===== config.mk =====
export PLATFORM = sky130hd
export DESIGN_NAME = alarm_priority_message_queue_core
export DESIGN_NICKNAME = d
export VERILOG_FILES = /design/src/rtl/core/apmq_pkg.sv /design/src/rtl/core/alarm_priority_message_queue_core.sv /design/src/rtl/core/apmq_ram.sv /design/src/rtl/core/apmq_ctrl.sv
export SDC_FILE = /design/constraint.sdc
export NUM_CORES = 1
export LEC_CHECK = 0
export BUFFER_PORTS_ARGS = -buffer_cell sky130_fd_sc_hd__buf_2
export CORE_MARGIN = 2
export CORE_UTILIZATION = 45
export CTS_CLUSTER_SIZE = 10
export DETAILED_ROUTE_END_ITERATION = 8
export GPL_TIMING_DRIVEN = 0
export HOLD_SLACK_MARGIN = 0.05
export PLACE_DENSITY = 0.63
export SETUP_SLACK_MARGIN = 0.2
export SYNTH_ARGS = -nofsm -noshare
export SYNTH_HDL_FRONTEND = slang
export SYNTH_SLANG_ARGS = --single-unit
export TNS_END_PERCENT = 10

===== constraint.sdc =====
create_clock -name aclk -period 4.26 [get_ports aclk]
set_clock_uncertainty 0.2 [all_clocks]
set_input_delay 0.213 -clock aclk [delete_from_list [all_inputs] [get_ports aclk]]
set_output_delay 0.213 -clock aclk [all_outputs]
set_load 0.005 [all_outputs]

===== src/rtl/core/apmq_pkg.sv =====
package apmq_pkg;

    localparam int MSG_W   = 32;
    localparam int QSIZE_W = 5;

    localparam logic OP_SEND = 1'b0;
    localparam logic OP_RECV = 1'b1;

    localparam logic MK_NORMAL = 1'b0;
    localparam logic MK_ALARM  = 1'b1;

    typedef enum logic [1:0] {
        ST_OK      = 2'd0,
        ST_NO_ROOM = 2'd1,
        ST_NO_MSG  = 2'd2
    } status_t;

    // result waiting to go to the output stage
    typedef struct packed {
        status_t              status;
        logic                 kind_out;
        logic [QSIZE_W-1:0]   queue_size;
        logic                 alarm_count;
        logic                 from_ram;     // word comes from the FIFO memory read
        logic [MSG_W-1:0]     message_out;  // alarm word or zero
    } result_t;

endpackage


===== src/rtl/core/alarm_priority_message_queue_core.sv =====
// channel  | ports                                   | direction
// ---------+-----------------------------------------+----------
// input    | s_valid s_ready s_kind s_msg_kind       | in
//          | s_message                               |
// result   | m_valid m_ready m_status m_message_out  | out
//          | m_kind_out m_queue_size m_alarm_count   |
//
// An item is decided in its accept cycle; its result sits in a pending stage
// and moves to the output register when the output stage is free; no new
// item is taken while a result is pending. A normal receive reads the FIFO
// memory in the accept cycle; the registered read data is picked up by the
// output stage. A stalled output holds the pending result and blocks s_ready.
// Synchronous active-low reset empties the queue; no memory clearing pass.
module alarm_priority_message_queue_core #(
    parameter int FIFO_DEPTH    = 16,
    parameter int MESSAGE_WIDTH = 32
) (
    input  logic        aclk,
    input  logic        aresetn,
    input  logic        s_valid,
    output logic        s_ready,
    input  logic        s_kind,
    input  logic        s_msg_kind,
    input  logic [31:0] s_message,
    output logic        m_valid,
    input  logic        m_ready,
    output logic [1:0]  m_status,
    output logic [31:0] m_message_out,
    output logic        m_kind_out,
    output logic [4:0]  m_queue_size,
    output logic        m_alarm_count
);

    localparam int AW = $clog2(FIFO_DEPTH);

    logic                     ram_we, ram_re;
    logic [AW-1:0]            ram_waddr, ram_raddr;
    logic [MESSAGE_WIDTH-1:0] ram_wdata, ram_rdata;
    logic                     pend_valid, take;
    apmq_pkg::result_t        pend;
    logic [63:0]              rd_wide;

    logic                            out_valid_reg;
    apmq_pkg::status_t               out_status_reg;
    logic [apmq_pkg::MSG_W-1:0]      out_msg_reg;
    logic                            out_kind_reg;
    logic [apmq_pkg::QSIZE_W-1:0]    out_size_reg;
    logic                            out_alarm_reg;

    apmq_ctrl #(
        .FIFO_DEPTH   (FIFO_DEPTH),
        .MESSAGE_WIDTH(MESSAGE_WIDTH)
    ) u_ctrl (
        .aclk      (aclk),
        .aresetn   (aresetn),
        .in_valid  (s_valid),
        .in_ready  (s_ready),
        .op        (s_kind),
        .msg_kind  (s_msg_kind),
        .message   (s_message),
        .ram_we    (ram_we),
        .ram_waddr (ram_waddr),
        .ram_wdata (ram_wdata),
        .ram_re    (ram_re),
        .ram_raddr (ram_raddr),
        .pend_valid(pend_valid),
        .pend      (pend),
        .pend_take (take)
    );

    apmq_ram #(
        .WIDTH(MESSAGE_WIDTH),
        .DEPTH(FIFO_DEPTH)
    ) u_ram (
        .aclk (aclk),
        .we   (ram_we),
        .waddr(ram_waddr),
        .wdata(ram_wdata),
        .re   (ram_re),
        .raddr(ram_raddr),
        .rdata(ram_rdata)
    );

    assign take    = pend_valid && (!out_valid_reg || m_ready);
    assign rd_wide = 64'(ram_rdata);

    always_ff @(posedge aclk) begin
        if (!aresetn) begin
            out_valid_reg <= 1'b0;
        end else begin
            if (take) begin
                out_valid_reg <= 1'b1;
            end else if (m_ready) begin
                out_valid_reg <= 1'b0;
            end
        end
    end

    always_ff @(posedge aclk) begin
        if (take) begin
            out_status_reg <= pend.status;
            out_msg_reg    <= pend.from_ram ? rd_wide[apmq_pkg::MSG_W-1:0] : pend.message_out;
            out_kind_reg   <= pend.kind_out;
            out_size_reg   <= pend.queue_size;
            out_alarm_reg  <= pend.alarm_count;
        end
    end

    assign m_valid       = out_valid_reg;
    assign m_status      = out_status_reg;
    assign m_message_out = out_msg_reg;
    assign m_kind_out    = out_kind_reg;
    assign m_queue_size  = out_size_reg;
    assign m_alarm_count = out_alarm_reg;

`ifndef SYNTHESIS
    // pending stage takes one item at a time
    a_one_pending: assert property (@(posedge aclk) disable iff (!aresetn)
        s_valid && s_ready |=> !s_ready)
        else $error("input accepted while a result was pending");

    a_no_msg_empty: assert property (@(posedge aclk) disable iff (!aresetn)
        m_valid && m_status == apmq_pkg::ST_NO_MSG |->
            m_message_out == '0 && !m_kind_out && m_queue_size == '0)
        else $error("empty receive returned data or nonzero size");

    // taking the alarm leaves the slot empty
    a_alarm_taken: assert property (@(posedge aclk) disable iff (!aresetn)
        m_valid && m_kind_out |-> !m_alarm_count && m_status == apmq_pkg::ST_OK)
        else $error("alarm receive left alarm slot occupied");
`endif

endmodule


===== src/rtl/core/apmq_ram.sv =====
module apmq_ram #(
    parameter int WIDTH = 32,
    parameter int DEPTH = 16
) (
    input  logic                     aclk,
    input  logic                     we,
    input  logic [$clog2(DEPTH)-1:0] waddr,
    input  logic [WIDTH-1:0]         wdata,
    input  logic                     re,
    input  logic [$clog2(DEPTH)-1:0] raddr,
    output logic [WIDTH-1:0]         rdata
);

    logic [WIDTH-1:0] mem [DEPTH];
    logic [WIDTH-1:0] rdata_reg;

    always_ff @(posedge aclk) begin
        if (we) begin
            mem[waddr] <= wdata;
        end
        if (re) begin
            rdata_reg <= mem[raddr];
        end
    end

    assign rdata = rdata_reg;

endmodule


===== src/rtl/core/apmq_ctrl.sv =====
module apmq_ctrl #(
    parameter int FIFO_DEPTH    = 16,
    parameter int MESSAGE_WIDTH = 32
) (
    input  logic                              aclk,
    input  logic                              aresetn,
    input  logic                              in_valid,
    output logic                              in_ready,
    input  logic                              op,
    input  logic                              msg_kind,
    input  logic [apmq_pkg::MSG_W-1:0]        message,
    output logic                              ram_we,
    output logic [$clog2(FIFO_DEPTH)-1:0]     ram_waddr,
    output logic [MESSAGE_WIDTH-1:0]          ram_wdata,
    output logic                              ram_re,
    output logic [$clog2(FIFO_DEPTH)-1:0]     ram_raddr,
    output logic                              pend_valid,
    output apmq_pkg::result_t                 pend,
    input  logic                              pend_take
);

    localparam int AW = $clog2(FIFO_DEPTH);
    localparam int CW = $clog2(FIFO_DEPTH + 1);

    logic [AW-1:0]            rptr_reg, rptr_next;
    logic [AW-1:0]            wptr_reg, wptr_next;
    logic [CW-1:0]            cnt_reg, cnt_next;
    logic                     alarm_present_reg, alarm_present_next;
    logic [MESSAGE_WIDTH-1:0] alarm_word_reg;
    logic                     pend_valid_reg;
    apmq_pkg::result_t        pend_reg, res;

    logic                     accept;
    logic [63:0]              in_wide;
    logic [63:0]              alarm_wide;
    logic [CW:0]              size_full;
    logic [63:0]              size_wide;

    assign accept    = in_valid && !pend_valid_reg;
    assign in_ready  = !pend_valid_reg;
    assign in_wide   = {32'b0, message};
    assign alarm_wide = 64'(alarm_word_reg);

    assign ram_waddr = wptr_reg;
    assign ram_raddr = rptr_reg;
    assign ram_wdata = in_wide[MESSAGE_WIDTH-1:0];

    always_comb begin
        rptr_next          = rptr_reg;
        wptr_next          = wptr_reg;
        cnt_next           = cnt_reg;
        alarm_present_next = alarm_present_reg;
        ram_we             = 1'b0;
        ram_re             = 1'b0;
        res                = '0;
        res.status         = apmq_pkg::ST_OK;

        if (op == apmq_pkg::OP_SEND) begin
            if (msg_kind == apmq_pkg::MK_ALARM) begin
                if (alarm_present_reg) begin
                    res.status = apmq_pkg::ST_NO_ROOM;
                end else begin
                    alarm_present_next = 1'b1;
                end
            end else begin
                if (cnt_reg == CW'(FIFO_DEPTH)) begin
                    res.status = apmq_pkg::ST_NO_ROOM;
                end else begin
                    ram_we    = accept;
                    wptr_next = (wptr_reg == AW'(FIFO_DEPTH - 1)) ? '0 : wptr_reg + 1'b1;
                    cnt_next  = cnt_reg + 1'b1;
                end
            end
        end else begin
            if (alarm_present_reg) begin
                res.message_out    = alarm_wide[apmq_pkg::MSG_W-1:0];
                res.kind_out       = 1'b1;
                alarm_present_next = 1'b0;
            end else if (cnt_reg != '0) begin
                ram_re       = accept;
                res.from_ram = 1'b1;
                rptr_next    = (rptr_reg == AW'(FIFO_DEPTH - 1)) ? '0 : rptr_reg + 1'b1;
                cnt_next     = cnt_reg - 1'b1;
            end else begin
                res.status = apmq_pkg::ST_NO_MSG;
            end
        end

        size_full       = {1'b0, cnt_next} + {{CW{1'b0}}, alarm_present_next};
        size_wide       = 64'(size_full);
        res.queue_size  = size_wide[apmq_pkg::QSIZE_W-1:0];
        res.alarm_count = alarm_present_next;
    end

    always_ff @(posedge aclk) begin
        if (!aresetn) begin
            rptr_reg          <= '0;
            wptr_reg          <= '0;
            cnt_reg           <= '0;
            alarm_present_reg <= 1'b0;
            pend_valid_reg    <= 1'b0;
        end else begin
            if (accept) begin
                rptr_reg          <= rptr_next;
                wptr_reg          <= wptr_next;
                cnt_reg           <= cnt_next;
                alarm_present_reg <= alarm_present_next;
                pend_valid_reg    <= 1'b1;
            end else if (pend_take) begin
                pend_valid_reg    <= 1'b0;
            end
        end
    end

    always_ff @(posedge aclk) begin
        if (accept) begin
            pend_reg <= res;
            if (op == apmq_pkg::OP_SEND && msg_kind == apmq_pkg::MK_ALARM
                && !alarm_present_reg) begin
                alarm_word_reg <= in_wide[MESSAGE_WIDTH-1:0];
            end
        end
    end

    assign pend_valid = pend_valid_reg;
    assign pend       = pend_reg;

endmodule


==> flow_summary.ini <==
[synthesis]
syn-cell-area_sq_um = 25760
synth.top_cells.by_area = edfxtp_1, mux4_2, mux2i_1
postSynthCellCount = 1199
synth-xor-area-share = 0.002720
synth.area.mux_share = 0.1399
ys_types = 53
yosys.area_share.adder = 0.004372
yosys.area.top_type = edfxtp_1
postSynth.topFlopCell = edfxtp_1
synth-seq-cells = 675
synth_enable_flop_cells = 659
synth_compound_area_frac = 0.02458
yosysWarningCount = 0
postSynthAreaPerCell_sq_um = 21.48
post-synth-top-area-fraction = 0.7683
largest_family_of_logic_cells_by_synthesized_area = multiplexers
synth-seq-area-share = 0.7807
synthesis.nets = 1246
synth-simple-area-share = 0.03206
synth_async_sr_flop_share = 0

[clock_tree]
clockBufferDepth = 3
cts_tree = built
clock-sinks = 675
cts.clk_slew.worst_paths_ns = 0.05
clockRootBuffer = clkbuf_16
cts_inserted_buffers = 78
clkLatencyLatePin_ns = 0.61
h-tree-depth = 3

[routing]
routedWlPerCell_um = 25.29
antenna_left = 0
drt_first_iter_violations = 1082
drt-vias-per-instance = 5.578
drc = 0
detailroute.via_count = 12360
postRouteWirelength_um = 56050
drt-pass1-iter-count = 5

[sta]
finalHoldViolations = 0
fmaxAchievable_ghz = 0.2615
pins_over_their_slew_limit = 0
rsz0062_at_grt = no
timing.max_slew.rel_slack = 0.3323
period_needed_ns = 3.824
timing.final.crit_share = 0.8977
setup-violations-final = 0
tns_ns = 0
tightestPinTransition_ns = 1.001

[grt]
initial_antenna_violation_count = 1
overflow_left_after_global_routing = 0
gr-usage-all-layers = 0.1952
grt_first_pass_wirelength_um = 84290
first_global_vias = 13084
grt_start_max_net_pins = 30

[place]
place_congestion = 0.7585
portBuffers = 78
post_detailed_placement_half_perimeter_wirelength_um = 35480
placement.cell_area_sq_um = 27780

[power]
p_per_area_nw_per_um2 = 464.5
p_leak_uw = 0.009681
power.ir.vdd_worst_mv = 0.2547

[setup_path]
timing.critical_path.arrival_ns = 3.93
worst_r2r_endpoint = u_ram.mem[1][22]
worst_r2r_startpoint = u_ctrl.cnt_reg[0]
crit_buf_inv = 3
path_delay_family = simple AND/OR/NAND/NOR gates
critPathMostFrequentCell = buf_6
rr_worst_depth = 8
setup.worst_path.class = flip-flop to flip-flop
worst_setup_path_end_kind = flip-flop
worst_ep_required_time_ns = 4.36
worstSetupStartpointType = flip-flop
worstPathCellList = inv_1, ha_1, nor4bb_2, nor4_4, nand2_1, nor3_2, buf_6, buf_6
slowest_delay_ns = 0.84
timing.critical_path.fanout_max = 9
regToRegSetupSlack_ns = 0.44
critical-path-slowest-cell = nor3_2

[cells_and_area]
filler_cell_count = 4303
register_area_sq_um = 20110
layout_common_cells = edfxtp_1, mux4_2, buf_2
design.final.nets = 1475
final_design_area_no_fill_sq_um = 30370
antenna_cells_inserted = 0
syn2layout_area_growth_pct = 17.89
drive_gt1_frac = 0.2890
largest_register_ffs = 512
mostFrequentLayoutCell = edfxtp_1
multi_input_comb_area_sq_um = 5374

[worst_hold_path]
hold_path.startpoint = s_valid
hp-class = primary input to flip-flop
whs_endpoint = u_ctrl.cnt_reg[2]
min_delay_path_depth = 5

[run_status]
status = complete, no violations

[floorplan]
placement_rows = 87
die_width_um = 243.3
area_of_the_die_sq_um = 59170
floorplan.initialDensity = 0.4559
design.portCount = 81
die_height_um = 243.3
core_area_sq_um = 56500

[run]
maxCapViolCount = 0
-- how the worst max path moves through the flow --
stage / start / to / cells after the start
3_5_place_dp: u_ctrl.cnt_reg[0] / u_ram.mem[1][15] / 8
3_3_place_gp: u_ctrl.cnt_reg[0] / u_ram.mem[3][15] / 6
2_1_floorplan: u_ctrl.cnt_reg[0] / u_ram.mem[1][0] / 6
6_report: u_ctrl.cnt_reg[0] / u_ram.mem[1][22] / 8
5_1_grt: u_ctrl.cnt_reg[0] / u_ram.mem[1][17] / 8
4_1_cts: u_ctrl.cnt_reg[0] / u_ram.mem[1][22] / 8
-- report_power, final --
group	internal (uW)	switching, uW
sequential	7420	26.8
combinational	316	405
clock	3520	2420
total	11300	2850
-- stage by stage --
stage / instances / utilization / hold slack [ns] / setup WS, ns / total power, uW
after global routing: 2216 / 0.5375 / 0.1531 / 0.2713 / 14570
after floorplan: 1199 / - / 0.1119 / -0.09092 / 7994
after CTS: 2216 / 0.5375 / 0.07488 / 0.4452 / 14240
final: 2216 / 0.5375 / 0.1010 / 0.4358 / 14110
after detailed placement: 2067 / 0.4918 / 0.2045 / 0.5066 / 8282
after global placement: 2033 / 0.4797 / 0.2007 / -2.973 / 8244
-- cell families after synthesis --
family                   Yosys count
flip-flops                       675
XOR/XNOR                           8
adder cells (fa/ha/maj)            9
AO/OA/AOI/OAI                     92
multiplexers                     196
AND/OR/NAND/NOR                  140
buffers and inverters             79
-- worst register-to-register path, stage by stage (launching register included) --
cell	delay [ns]
dfxtp_1	0.40
inv_1	0.13
ha_1	0.30
nor4bb_2	0.24
nor4_4	0.56
nand2_1	0.40
nor3_2	0.84
buf_6	0.26
buf_6	0.19
-- cells in the mapped netlist (2+ instances only) --
library cell  number
nand2_1           10
and3_1            32
ha_1               9
inv_1             10
nand2b_1           7
buf_4              7
a31oi_1            2
nand3_1            3
edfxtp_1         659
dfxtp_1           16
mux2i_1           36
xnor2_1            4
mux4_2           128
buf_2             17
nor3_1             8
a21oi_1           37
clkbuf_1          29
and2_1             2
buf_1              8
buf_6              8
o21ai_0            2
o21ai_2            2
nor2b_1           33
a211oi_1          35
mux2_2            32
nor2_1            33
xor2_1             4
-- per-layer routing --
metal / global-route usage / up-vias / routed length (um)
li1: - / 5388 / -
met4: 0.05612 / 0 / 1017
met1: 0.2743 / 6492 / 24140
met2: 0.3141 / 415 / 27290
met3: 0.03668 / 65 / 3607
met5: 0 / - / 0
-- repair_timing --
action	4_1_cts	5_1_grt
hold buffers	37	0
gates resized for setup	0	0
endpoints found under the hold margin	558	0
buffers inserted	0	0
-- final cells by class --
type | instances | share of cell area
sequential | 675 | 0.6622
buffer | 69 | 0.01207
inverter | 10 | 0.001236
multi-input combinational | 445 | 0.1770
tap | 756 | 0.03115
clock inverter | 6 | 0.002348
clock buffer | 106 | 0.07054
timing repair buffer | 149 | 0.04351
No activity file was read; power rests on OpenSTA's default activity.
